--- src/wpm_pkg.sv ---
`default_nettype none

package wpm_pkg;

  typedef enum logic [1:0] {
    KIND_CLEAR  = 2'd0,
    KIND_APPEND = 2'd1,
    KIND_TEXT   = 2'd2,
    KIND_END    = 2'd3
  } kind_e;

  localparam logic [7:0] SYM_STAR = 8'h2A;
  localparam logic [7:0] SYM_DOT  = 8'h2E;

  // broadcast to every cell
  typedef struct packed {
    logic       rearm;
    logic       text;
    logic       wr;
    logic [7:0] sym;
  } cell_ctrl_t;

  // handed from cell i to cell i+1
  typedef struct packed {
    logic pass;  // star at i carries its active bit to position i+1
    logic adv;   // symbol i consumed the text word, position i+1 becomes active
  } link_t;

endpackage

`default_nettype wire

--- src/wpm_cell.sv ---
`default_nettype none

module wpm_cell
  import wpm_pkg::*;
#(
  parameter int unsigned LenW = 7,
  parameter int unsigned Idx  = 0
) (
  input  wire logic            clk_i,
  input  wire logic            rst_ni,
  input  wire cell_ctrl_t      ctrl_i,
  input  wire logic [LenW-1:0] len_i,
  input  wire link_t           link_i,
  output link_t                link_o,
  output logic                 end_o
);

  localparam logic [LenW-1:0] IdxL = LenW'(Idx);
  localparam logic             First = (Idx == 0);

  logic [7:0] sym_q, sym_d;
  logic       act_q, act_d;
  logic       in_pat, is_star, hit, closed;

  assign in_pat  = IdxL < len_i;
  assign is_star = sym_q == SYM_STAR;
  assign hit     = (sym_q == SYM_DOT) || (sym_q == ctrl_i.sym);
  // stored pattern has no two stars in a row, so closure spans one hop
  assign closed  = act_q | link_i.pass;

  assign link_o.pass = in_pat & is_star & act_q;
  assign link_o.adv  = in_pat & ~is_star & hit & closed;
  assign end_o       = closed & (IdxL == len_i);

  always_comb begin
    sym_d = sym_q;
    if (ctrl_i.wr && (IdxL == len_i)) begin
      sym_d = ctrl_i.sym;
    end
  end

  always_comb begin
    act_d = act_q;
    if (ctrl_i.rearm) begin
      act_d = First;
    end else if (ctrl_i.text) begin
      act_d = (in_pat & is_star & closed) | link_i.adv;
    end
  end

  always_ff @(posedge clk_i) begin
    sym_q <= sym_d;
  end

  always_ff @(posedge clk_i or negedge rst_ni) begin
    if (!rst_ni) begin
      act_q <= First;
    end else begin
      act_q <= act_d;
    end
  end

endmodule

`default_nettype wire

--- src/wildcard_pattern_matcher.sv ---
// An end-of-text word gives its result on the master side in the cycle after it is taken.
// Throughput: one word per cycle of any kind; every text word updates all positions at once
// in a row of PATTERN_MAX cells. Input stalls only while a result waits and the master side
// is not ready; a result taken in the same cycle frees the output register for the next one.
// Reset: empty pattern, overflow clear, only position zero active; no clearing pass is needed.
`default_nettype none

module wildcard_pattern_matcher
  import wpm_pkg::*;
#(
  parameter int unsigned PATTERN_MAX = 64
) (
  input  wire logic       clk_i,
  input  wire logic       rst_ni,
  input  wire logic       s_axis_tvalid_i,
  output logic            s_axis_tready_o,
  input  wire logic [7:0] s_axis_tdata_i,   // [7:0] symbol
  input  wire logic [1:0] s_axis_tuser_i,   // [1:0] kind
  output logic            m_axis_tvalid_o,
  input  wire logic       m_axis_tready_i,
  output logic [7:0]      m_axis_tdata_o    // [0] matched, [1] overflow, [7:2] zero
);

  localparam int unsigned LenW = $clog2(PATTERN_MAX + 1);
  localparam logic [LenW-1:0] LenMax = LenW'(PATTERN_MAX);

  kind_e      kind;
  logic       fire, full, drop, is_append;
  cell_ctrl_t ctrl;

  logic [LenW-1:0] raw_len_q, raw_len_d;   // symbols appended, stars included
  logic [LenW-1:0] len_q, len_d;           // symbols held, star runs folded to one
  logic            last_star_q, last_star_d;
  logic            ovf_q, ovf_d;
  logic            tail_q, tail_d;
  logic            out_valid_q, out_valid_d;
  logic [1:0]      out_data_q, out_data_d;

  link_t              link [PATTERN_MAX+1];
  logic [PATTERN_MAX-1:0] cell_end;
  logic               tail_closed, tail_end, end_hit;

  assign kind            = kind_e'(s_axis_tuser_i);
  assign s_axis_tready_o = ~out_valid_q | m_axis_tready_i;
  assign fire            = s_axis_tvalid_i & s_axis_tready_o;
  assign is_append       = fire & (kind == KIND_APPEND);
  assign full            = raw_len_q == LenMax;
  assign drop            = last_star_q & (s_axis_tdata_i == SYM_STAR);

  assign ctrl.rearm = fire & ((kind == KIND_CLEAR) || (kind == KIND_END));
  assign ctrl.text  = fire & (kind == KIND_TEXT);
  assign ctrl.wr    = is_append & ~full & ~drop;
  assign ctrl.sym   = s_axis_tdata_i;

  assign link[0] = '0;

  for (genvar i = 0; i < PATTERN_MAX; i++) begin : g_cell
    wpm_cell #(
      .LenW (LenW),
      .Idx  (i)
    ) u_cell (
      .clk_i  (clk_i),
      .rst_ni (rst_ni),
      .ctrl_i (ctrl),
      .len_i  (len_q),
      .link_i (link[i]),
      .link_o (link[i+1]),
      .end_o  (cell_end[i])
    );
  end

  // last position, after a full store
  assign tail_closed = tail_q | link[PATTERN_MAX].pass;
  assign tail_end    = tail_closed & (len_q == LenMax);
  assign end_hit     = (|cell_end) | tail_end;

  always_comb begin
    tail_d = tail_q;
    if (ctrl.rearm) begin
      tail_d = 1'b0;
    end else if (ctrl.text) begin
      tail_d = link[PATTERN_MAX].adv;
    end
  end

  always_comb begin
    raw_len_d   = raw_len_q;
    len_d       = len_q;
    last_star_d = last_star_q;
    ovf_d       = ovf_q;
    if (fire) begin
      case (kind)
        KIND_CLEAR: begin
          raw_len_d   = '0;
          len_d       = '0;
          last_star_d = 1'b0;
          ovf_d       = 1'b0;
        end
        KIND_APPEND: begin
          if (full) begin
            ovf_d = 1'b1;
          end else begin
            raw_len_d   = raw_len_q + 1'b1;
            last_star_d = s_axis_tdata_i == SYM_STAR;
            if (!drop) begin
              len_d = len_q + 1'b1;
            end
          end
        end
        default: begin
        end
      endcase
    end
  end

  always_comb begin
    out_valid_d = out_valid_q;
    out_data_d  = out_data_q;
    if (m_axis_tready_i) begin
      out_valid_d = 1'b0;
    end
    if (fire && (kind == KIND_END)) begin
      out_valid_d = 1'b1;
      out_data_d  = {ovf_q, end_hit & ~ovf_q};
    end
  end

  assign m_axis_tvalid_o = out_valid_q;
  assign m_axis_tdata_o  = {6'b0, out_data_q};

  always_ff @(posedge clk_i) begin
    out_data_q <= out_data_d;
  end

  always_ff @(posedge clk_i or negedge rst_ni) begin
    if (!rst_ni) begin
      raw_len_q   <= '0;
      len_q       <= '0;
      last_star_q <= 1'b0;
      ovf_q       <= 1'b0;
      tail_q      <= 1'b0;
      out_valid_q <= 1'b0;
    end else begin
      raw_len_q   <= raw_len_d;
      len_q       <= len_d;
      last_star_q <= last_star_d;
      ovf_q       <= ovf_d;
      tail_q      <= tail_d;
      out_valid_q <= out_valid_d;
    end
  end

endmodule

`default_nettype wire
--- config.mk ---
export PLATFORM = sky130hd
export DESIGN_NAME = wildcard_pattern_matcher
export DESIGN_NICKNAME = d
export VERILOG_FILES = /design/src/wpm_pkg.sv /design/src/wpm_cell.sv /design/src/wildcard_pattern_matcher.sv
export SDC_FILE = /design/constraint.sdc
export NUM_CORES = 1
export LEC_CHECK = 0
export ABC_AREA = 0
export BUFFER_PORTS_ARGS = -buffer_cell sky130_fd_sc_hd__buf_2
export CORE_MARGIN = 4
export CORE_UTILIZATION = 35
export CTS_CLUSTER_SIZE = 10
export DETAILED_ROUTE_END_ITERATION = 8
export PLACE_DENSITY = 0.52
export SLEW_MARGIN = 40
export SYNTH_ARGS = -nofsm -noshare
export SYNTH_HDL_FRONTEND = slang
export SYNTH_SLANG_ARGS = --single-unit
--- constraint.sdc ---
create_clock -name clk_i -period 5 [get_ports clk_i]
set_input_delay 0.75 -clock clk_i [delete_from_list [all_inputs] [get_ports clk_i]]
set_output_delay 0.75 -clock clk_i [all_outputs]
set_load 0.03 [all_outputs]
; Word level (Yosys, flattened, before mapping)
; Index checks and enable logic that the tools add are counted.
[totals]
regBits = 596
latchBits = 0
ram_bits = 0
romBits = 0
wordCells = 1398
memories = 0
[classes]
addsub = 2
multipliers = 0
div = 0
n_lt_le_gt_ge = 64
n_eq_ne = 264
shift = 0
mux = 141
bitwise = 653
reduce_logical = 139
[op_table]
columns = op, n
row1 = $eq A8 B6 Y1 const B, 129
row2 = $eq A8 B8 Y1, 64
row3 = $and A1 B1 Y1, 456
row4 = $eq A6 B7 Y1 const A, 32
row5 = $lt A6 B7 Y1 const A, 32
row6 = $mux W1, 134
row7 = $or A1 B1 Y1, 129
row8 = $eq A5 B7 Y1 const A, 16
row9 = $lt A5 B7 Y1 const A, 16
row10 = $not A1 Y1, 68
row11 = $logic_and A1 B1 Y1, 65
row12 = $logic_or A1 B1 Y1, 65
row13 = $reduce_or A64 Y1, 1
row14 = $eq A4 B7 Y1 const A, 8
row15 = $lt A4 B7 Y1 const A, 8
row16 = $eq A3 B7 Y1 const A, 4
row17 = $lt A3 B7 Y1 const A, 4
row18 = $pmux W7 S2, 2
row19 = $mux W7, 3
row20 = $add A7 B1 Y7 const B, 2
row21 = $eq A2 B7 Y1 const A, 2
row22 = $eq A7 B7 Y1 const B, 2
row23 = $lt A1 B7 Y1 const A, 2
row24 = $lt A2 B7 Y1 const A, 2
row25 = 10 further kinds, 17

; Longest topological paths before layout
; Gate-level depths: netlist of the first run.
[logic_depth]
ltp_word = 8
mapped_depth = 11
depth_no_buf = 9

; Least setup slack after synthesis of the first run
; No wires, ideal clock.
[synth_path]
kind = input port to flip-flop
from = input m_axis_tready_i
to = register g_cell[3].u_cell.sym_q[0], enable pin
setup_time_ns = 0.383
arrival_ns = 2.636
setup_slack_ns = 1.980
cell_stages = 7
path_buffers = 2
cell_sequence = nand2b_1 -> and2_1 -> buf_2 -> and3_1 -> clkbuf_1 -> nand3_1 -> nor3_1
[synth_via]
elab_chain_cells = 6
[synth_rtl]
columns = item, line_no
row1 = from (decl), wildcard_pattern_matcher.sv:20  ; input wire logic m_axis_tready_i,
row2 = $or A1 B1 Y1, wildcard_pattern_matcher.sv:44  ; assign s_axis_tready_o = ~out_valid_q | m_axis_tready_i;
row3 = $and A1 B1 Y1, wildcard_pattern_matcher.sv:45  ; assign fire = s_axis_tvalid_i & s_axis_tready_o;
row4 = $and A1 B1 Y1, wildcard_pattern_matcher.sv:46  ; assign is_append = fire & (kind == KIND_APPEND);
row5 = $and A1 B1 Y1 (2 in a row), wildcard_pattern_matcher.sv:52  ; assign ctrl.wr = is_append & ~full & ~drop;
row6 = $logic_and A1 B1 Y1, wpm_cell.sv:37  ; if (ctrl_i.wr && (IdxL == len_i)) begin
row7 = to (signal assigned), wpm_cell.sv:52  ; sym_q <= sym_d;
row8 = to (decl), wpm_cell.sv:21  ; logic [7:0] sym_q, sym_d;
; No other way between the ends.
; A chain may end at the register's enable or synchronous reset.

; Final worst setup path of the first run
[layout_path]
from = register len_q[6]
to = register out_data_q[0] (data pin)
[layout_via]
elab_chain_cells = 8
elab_cells_between_ends = 389
[layout_rtl]
columns = item, line_no
row1 = from (decl), wildcard_pattern_matcher.sv:32  ; logic [LenW-1:0] len_q, len_d;
row2 = from (signal assigned), wildcard_pattern_matcher.sv:145  ; len_q <= len_d;
row3 = "$lt A1 B7 Y1, or another cell as far along", wpm_cell.sv:25  ; assign in_pat = IdxL < len_i;
row4 = $and A1 B1 Y1 (2 in a row), wpm_cell.sv:31  ; assign link_o.pass = in_pat & is_star & act_q;
row5 = $or A1 B1 Y1, wpm_cell.sv:29  ; assign closed = act_q | link_i.pass;
row6 = $and A1 B1 Y1, wpm_cell.sv:33  ; assign end_o = closed & (IdxL == len_i);
row7 = $reduce_or A64 Y1, wildcard_pattern_matcher.sv:75  ; assign end_hit = (|cell_end) | tail_end;
row8 = $or A1 B1 Y1 (*), wildcard_pattern_matcher.sv:75
row9 = $and A1 B1 Y1 (*), wildcard_pattern_matcher.sv:124  ; out_data_d = {ovf_q, end_hit & ~ovf_q};
row10 = to (signal assigned), wildcard_pattern_matcher.sv:132  ; out_data_q <= out_data_d;
row11 = to (decl), wildcard_pattern_matcher.sv:37  ; logic [1:0] out_data_q, out_data_d;
; Every way passes the cells marked *; elsewhere a longest branch is shown, timed or not.

==> metrics.txt, run 1 <==
IO Port Bufs=17; clock latency on the worst-skew pair=0.62 ns; first-pass GRT wire length=140,000 um; RSZ-0062 raised after global routing=no; Least-Margin Pin Slew=0.878 ns; DR iter-0 viols=1,817; WS Path Type=reg -> reg; clk_skew=0.0222 ns; net switching power=2790 uW; TNS Setup=0 ns; VDD IR-drop max=0.220 mV; die area=91,000 um2; Synth cell types=83; Area growth syn-to-layout=12.7%; Post-DRT Antenna Nets=0; Switching Fraction=0.247; utilization after layout=0.399; FP Rows=107; via/cell ratio=5.66; CP Launch Type=register; # fillers=8,014; CP Launch Point=len_q[6]; die width=302 um; CTS tree=done; power share of the sequential group=0.489; post-DP HPWL=65,500 um; cell area after layout=34,000 um2; largest net degree at the start of global routing=78; clock power share=0.423; reg2reg start=len_q[6]; Initial Util=0.354; fin worst setup slack=1.48 ns; Worst Hold Class=in -> async; I/O Pins=24; outcome=finished clean; CTS H-tree depth=3; CTS resizes=0; CTS max path bufs=3; Main synth FF type=edfxtp_1; sequential area share after synthesis=0.580; dpl ws=1.01 ns; Post-synth EDFFs=514; DRT Wirelength=94,700 um; Clk pin slew, worst setup/hold paths=0.06 ns; fin crit period=3.52 ns; power density over the cells=332 nW/um2; Post-DP Area=31,800 um2; Async SR Flop Fraction=0.138; clk root buf=clkbuf_16; P_leak=0.0106 uW; Die Y-Extent=302 um; Final Wtd Congestion=1.01; CTS sink cnt=596; Tot GR Track Use=0.206; Synth Cell Area=30,200 um2; WL per Instance=25.4 um; DRC Markers=0; Slew Limit Fails=0; Avg Cell Area, Syn=12.1 um2; warnings from Yosys=0; total number of vias=21,100; drt pass-1 iters=5; Worst setup EP type=register; Fmax=284 MHz; Hold-fix buffers, CTS=0; slew margin rel.=0.412; grt ovf=0; postcts setup bufs=0; Int Pwr=8510 uW; Final Hold Viols=0; CP Max Fanout=19; layout net count=2,556; period utilisation layout=0.704; # setup viols final=0; initial antenna violation count=3; Arr. time, crit path=3.84 ns; core area=85,300 um2; vias in the first global route=21,000; fraction of layout cells with a size suffix above 1=0.0919; CTS buffer count=72; Comb power frac=0.088; Req. time, crit path=5.32 ns; number of max-cap violations=0; Synth Instances=2,487; Yosys reg bits=596
[cells in the mapped netlist, drive strengths merged (8+ instances only)]
cell / number / area, um2
or3: 11 / 68.8
nor2b: 11 / 68.8
a21bo: 12 / 120
buf: 88 / 467
or4b: 27 / 270
a31oi: 27 / 169
a21o: 15 / 113
inv: 53 / 199
nand4: 83 / 519
nor3b: 12 / 95.1
o32ai: 16 / 140
a32oi: 23 / 201
o2bb2ai: 8 / 70.1
ha: 10 / 125
nand4b: 39 / 342
a21oi: 62 / 318
a22o: 33 / 289
a41oi: 8 / 70.1
clkbuf: 36 / 135
nor4: 80 / 507
a32o: 17 / 170
dfrtp: 81 / 2030
o31ai: 11 / 82.6
o22ai: 13 / 81.3
nand2b: 15 / 93.8
o21ai: 96 / 480
nor4b: 59 / 523
nor2: 170 / 638
xor2: 203 / 1780
xnor2: 270 / 2360
nor3: 63 / 315
o21a: 8 / 60.1
nand3: 32 / 160
a22oi: 27 / 203
and3: 16 / 100
nand2: 141 / 529
edfxtp: 514 / 15400
[critical path: stages, from the launching register on]
cell	delay, ns
dfrtp_1	0.72
buf_4	0.38
nor3_1	0.08
buf_4	0.22
a22oi_1	0.28
nor2_1	0.08
a2111oi_0	0.65
nand4_1	0.17
nor4_1	0.41
a41oi_1	0.22
[cell usage in the layout (no fill, tap or decap), types with 12 or more instances in the layout]
cell type | synthesis | routed
a21oi_1 | 60 | 59
a21bo_2 | 12 | 12
nand2b_1 | 15 | 15
a21o_1 | 15 | 15
nor2_1 | 170 | 165
o21ai_0 | 90 | 89
nor4b_1 | 58 | 57
nor4_1 | 79 | 74
dfrtp_1 | 81 | 77
nor3_1 | 63 | 61
nand4_1 | 83 | 83
a22oi_1 | 27 | 27
a22o_1 | 33 | 33
nand2_1 | 141 | 140
and3_1 | 16 | 16
nand4b_1 | 39 | 39
clkbuf_1 | 36 | 33
edfxtp_1 | 514 | 514
buf_4 | 11 | 67
xnor2_1 | 270 | 270
or4b_1 | 20 | 20
xor2_1 | 203 | 203
a32o_1 | 17 | 17
nand3_1 | 32 | 32
o32ai_1 | 16 | 16
o22ai_1 | 13 | 13
a31oi_1 | 27 | 27
clkbuf_16 | 0 | 72
a32oi_1 | 23 | 23
inv_1 | 53 | 52
[worst paths after layout]
| kind | endpoint | slack (ns) | cells past startpoint |
|---|---|---|---|
| worst max-delay path | out_data_q[0] | 1.48 | 9 |
| worst min-delay path | g_cell[22].u_cell.act_q | 0.11 | 1 |
| worst max register to register | out_data_q[0] | 1.48 | 9 |
| worst min register to register | tail_q | 0.49 | 2 |
| max in group asynchronous | len_q[4] | 3.90 | 2 |
| min in group clk_i | g_cell[35].u_cell.sym_q[6] | 0.33 | 1 |
[routing by layer]
metal,track usage,up-vias,routed length [um]
met5,0,-,0
li1,-,9521,-
met4,0.0769,0,3400
met2,0.323,745,42800
met1,0.288,10600,42000
met3,0.0332,180,6450
[sequential cells by signal (all words and copies together), names as in the netlist]
register,cells
g_cell.u_cell.act_q,64
g_cell.u_cell.sym_q,512
last_star_q,1
len_q,7
m_axis_tvalid_o,1
out_data_q,2
ovf_q,1
raw_len_q,7
tail_q,1
[power by group through the flow]
stage	registers, uW	clock network (uW)	logic (uW)
after detailed placement	5620	0	982
after CTS	5520	4890	986
after global placement	5620	0	976
final	5520	4780	996
after floorplan	5560	0	577
after global routing	5530	5120	1050
[final cells by class]
class | instances | area [um2] | area share
inverters | 53 | 199 | 0.00585
flip-flops and latches | 596 | 17500 | 0.515
clock inverters | 15 | 169 | 0.00497
clock buffers | 107 | 1950 | 0.0574
well taps | 1144 | 1430 | 0.0421
repair buffers | 90 | 738 | 0.0217
diodes | 1 | 2.50 | 0.0000736
multi-input cells | 1719 | 12000 | 0.353
[logic make-up after synthesis]
logic type | share of synthesized area
AOI/OAI and AO/OA | 0.102
adders and majority gates | 0.00415
and+or+nand+nor | 0.148
DFF | 0.580
muxes | 0.00236
other | 0.000124
buffers and inverters | 0.0265
xor gates and xnor gates | 0.137
[stage by stage]
stage               instances  hold slack, ns  power (uW)
floorplan                2492           0.449        6140
global placement         3598           0.461        6600
detailed placement       3600           0.472        6600
CTS                      3722           0.219       11400
global route             3724           0.131       11700
finish                   3725           0.105       11300
Power figures use the tool's default switching activity.
==> run 2, diff against run 1 <==
PLACE_DENSITY = 0.54   (was 0.52)
clock period = 2.94 ns   (was 5 ns; I/O delays follow)
==> metrics.txt, run 2 (synthesis results as in run 1) <==
outcome=finished clean (unchanged); grt ovf=0 (unchanged); Die Y-Extent=302 um (unchanged); Int Pwr=14,700 uW (was 8510 uW); Arr. time, crit path=3.28 ns (was 3.84 ns); Least-Margin Pin Slew=0.819 ns (was 0.878 ns); CP Max Fanout=17 (was 19); CTS tree=done (unchanged); Slew Limit Fails=0 (unchanged); via/cell ratio=5.51 (was 5.66); fraction of layout cells with a size suffix above 1=0.154 (was 0.0919); Area growth syn-to-layout=18.6% (was 12.7%); # fillers=7,967 (was 8,014); total number of vias=21,700 (was 21,100); CP Launch Type=register (unchanged); slew margin rel.=0.452 (was 0.412); DR iter-0 viols=1,777 (was 1,817); CTS buffer count=72 (unchanged); fin crit period=2.94 ns (was 3.52 ns); net switching power=4760 uW (was 2790 uW); initial antenna violation count=3 (unchanged); layout net count=2,754 (was 2,556); VDD IR-drop max=0.328 mV (was 0.220 mV); DRT Wirelength=98,300 um (was 94,700 um); dpl ws=-0.115 ns (was 1.01 ns); # setup viols final=0 (unchanged); CTS max path bufs=3 (unchanged); registers with the most flip-flops=g_cell.u_cell.sym_q: 512 flops, g_cell.u_cell.act_q: 64 flops (unchanged); Final Hold Viols=0 (unchanged); power share of the sequential group=0.477 (was 0.489); DRC Markers=0 (unchanged); power density over the cells=545 nW/um2 (was 332 nW/um2); antenna cells=0 (was 1); die area=91,000 um2 (unchanged); minimum hold slack=0.134 ns (was 0.105 ns); Tot GR Track Use=0.215 (was 0.206); Req. time, crit path=3.28 ns (was 5.32 ns); clock latency on the worst-skew pair=0.61 ns (was 0.62 ns); die width=302 um (unchanged); Comb power frac=0.110 (was 0.088); max reg flops=512 (unchanged); number of max-cap violations=0 (unchanged); WL per Instance=25.0 um (was 25.4 um); most frequent cells in the layout=edfxtp_1, xnor2_1, buf_4 (was edfxtp_1, xnor2_1, xor2_1); IO Port Bufs=17 (unchanged); Post-DRT Antenna Nets=0 (unchanged); I/O Pins=24 (unchanged); largest register by flop count=g_cell.u_cell.sym_q (unchanged); period utilisation layout=1.00 (was 0.704); Initial Util=0.354 (unchanged); WS Path Type=reg -> reg (unchanged); Clk pin slew, worst setup/hold paths=0.06 ns (about the same); commonest non-fill, non-tap cell in the layout=edfxtp_1 (unchanged); CTS H-tree depth=3 (unchanged); first-pass GRT wire length=146,000 um (was 140,000 um); drt pass-1 iters=5 (unchanged); Worst setup EP type=register (unchanged); FP Rows=107 (unchanged); P_leak=0.0117 uW (was 0.0106 uW); clk_skew=0.0242 ns (was 0.0222 ns); Worst Hold Class=in -> reg (was in -> async); core area=85,300 um2 (unchanged); CTS sink cnt=596 (unchanged); R2R setup slack=0.0003 ns (was 1.48 ns); clk root buf=clkbuf_16 (unchanged); RSZ-0062 raised after global routing=no (unchanged); vias in the first global route=21,900 (was 21,000); Final Wtd Congestion=0.991 (was 1.01); largest net degree at the start of global routing=94 (was 78); clock power share=0.413 (was 0.423); post-DP HPWL=70,700 um (was 65,500 um); Switching Fraction=0.244 (was 0.247); Fmax=340 MHz (was 284 MHz); fin worst setup slack=0.000285 ns (was 1.48 ns)
## run 2: repair_timing
action	CTS	global route
endpoints found under the setup margin	1	3
endpoints found under the hold margin	42	0
hold buffers	1	0
resized for setup	2	8
setup buffers	0	0
## run 2: power groups by stage
stage	combinational, uW	sequential [uW]	clock, uW
after floorplan	980	9460	0
after global placement	2110	9470	0
after detailed placement	2110	9480	0
after CTS	2130	9310	8290
after global routing	2270	9310	8630
final	2150	9310	8040
## run 2: worst paths after layout
path,from,to,cells after the start
min in group asynchronous,rst_ni,g_cell[5].u_cell.act_q,2
worst min-delay path,m_axis_tready_i,m_axis_tvalid_o,3
worst min register to register,g_cell[51].u_cell.act_q,g_cell[51].u_cell.act_q,2
worst max-delay path,len_q[6],out_data_q[0],8
max in group asynchronous,rst_ni,g_cell[0].u_cell.act_q,3
worst max register to register,len_q[6],out_data_q[0],8
## run 2: per-stage QoR
stage	total power (uW)	std cells	util	setup TNS (ns)	instance area (um2)
after floorplan	10400	2492	-	0	30200
after global placement	11600	3799	0.394	-1.24	33600
after detailed placement	11600	3799	0.394	-0.529	33600
after CTS	19700	3928	0.419	0	35700
after global routing	20200	3928	0.420	0	35800
final	19500	3928	0.420	0	35800
## run 2: worst max-delay path, cell delays in order (launching register included)
cell and delay (ns):
dfrtp_1 0.49, buf_4 0.26, or2_2 0.40, and3_1 0.22, a31oi_1 0.41, o32a_1 0.25, o311ai_0 0.14, nor4_2 0.33
a41oi_1 0.16
## run 2: cell type report
type / instances / area, um2 / area share
sequential: 596 / 17500 / 0.489
multi-input combinational: 1719 / 12000 / 0.336
timing repair buffer: 288 / 2550 / 0.0713
clock buffer: 118 / 2050 / 0.0572
tap: 1144 / 1430 / 0.0400
inverter: 53 / 199 / 0.00556
clock inverter: 10 / 61.3 / 0.00171
## run 2: layer usage
metal / part of all wire / wire length (um) / vias to the layer above / track usage
li1: - / - / 9912 / -
met5: 0 / 0 / - / 0
met4: 0.025 / 2430 / 0 / 0.0617
met3: 0.048 / 4680 / 129 / 0.0253
met1: 0.46 / 45000 / 11000 / 0.302
met2: 0.47 / 46200 / 563 / 0.352
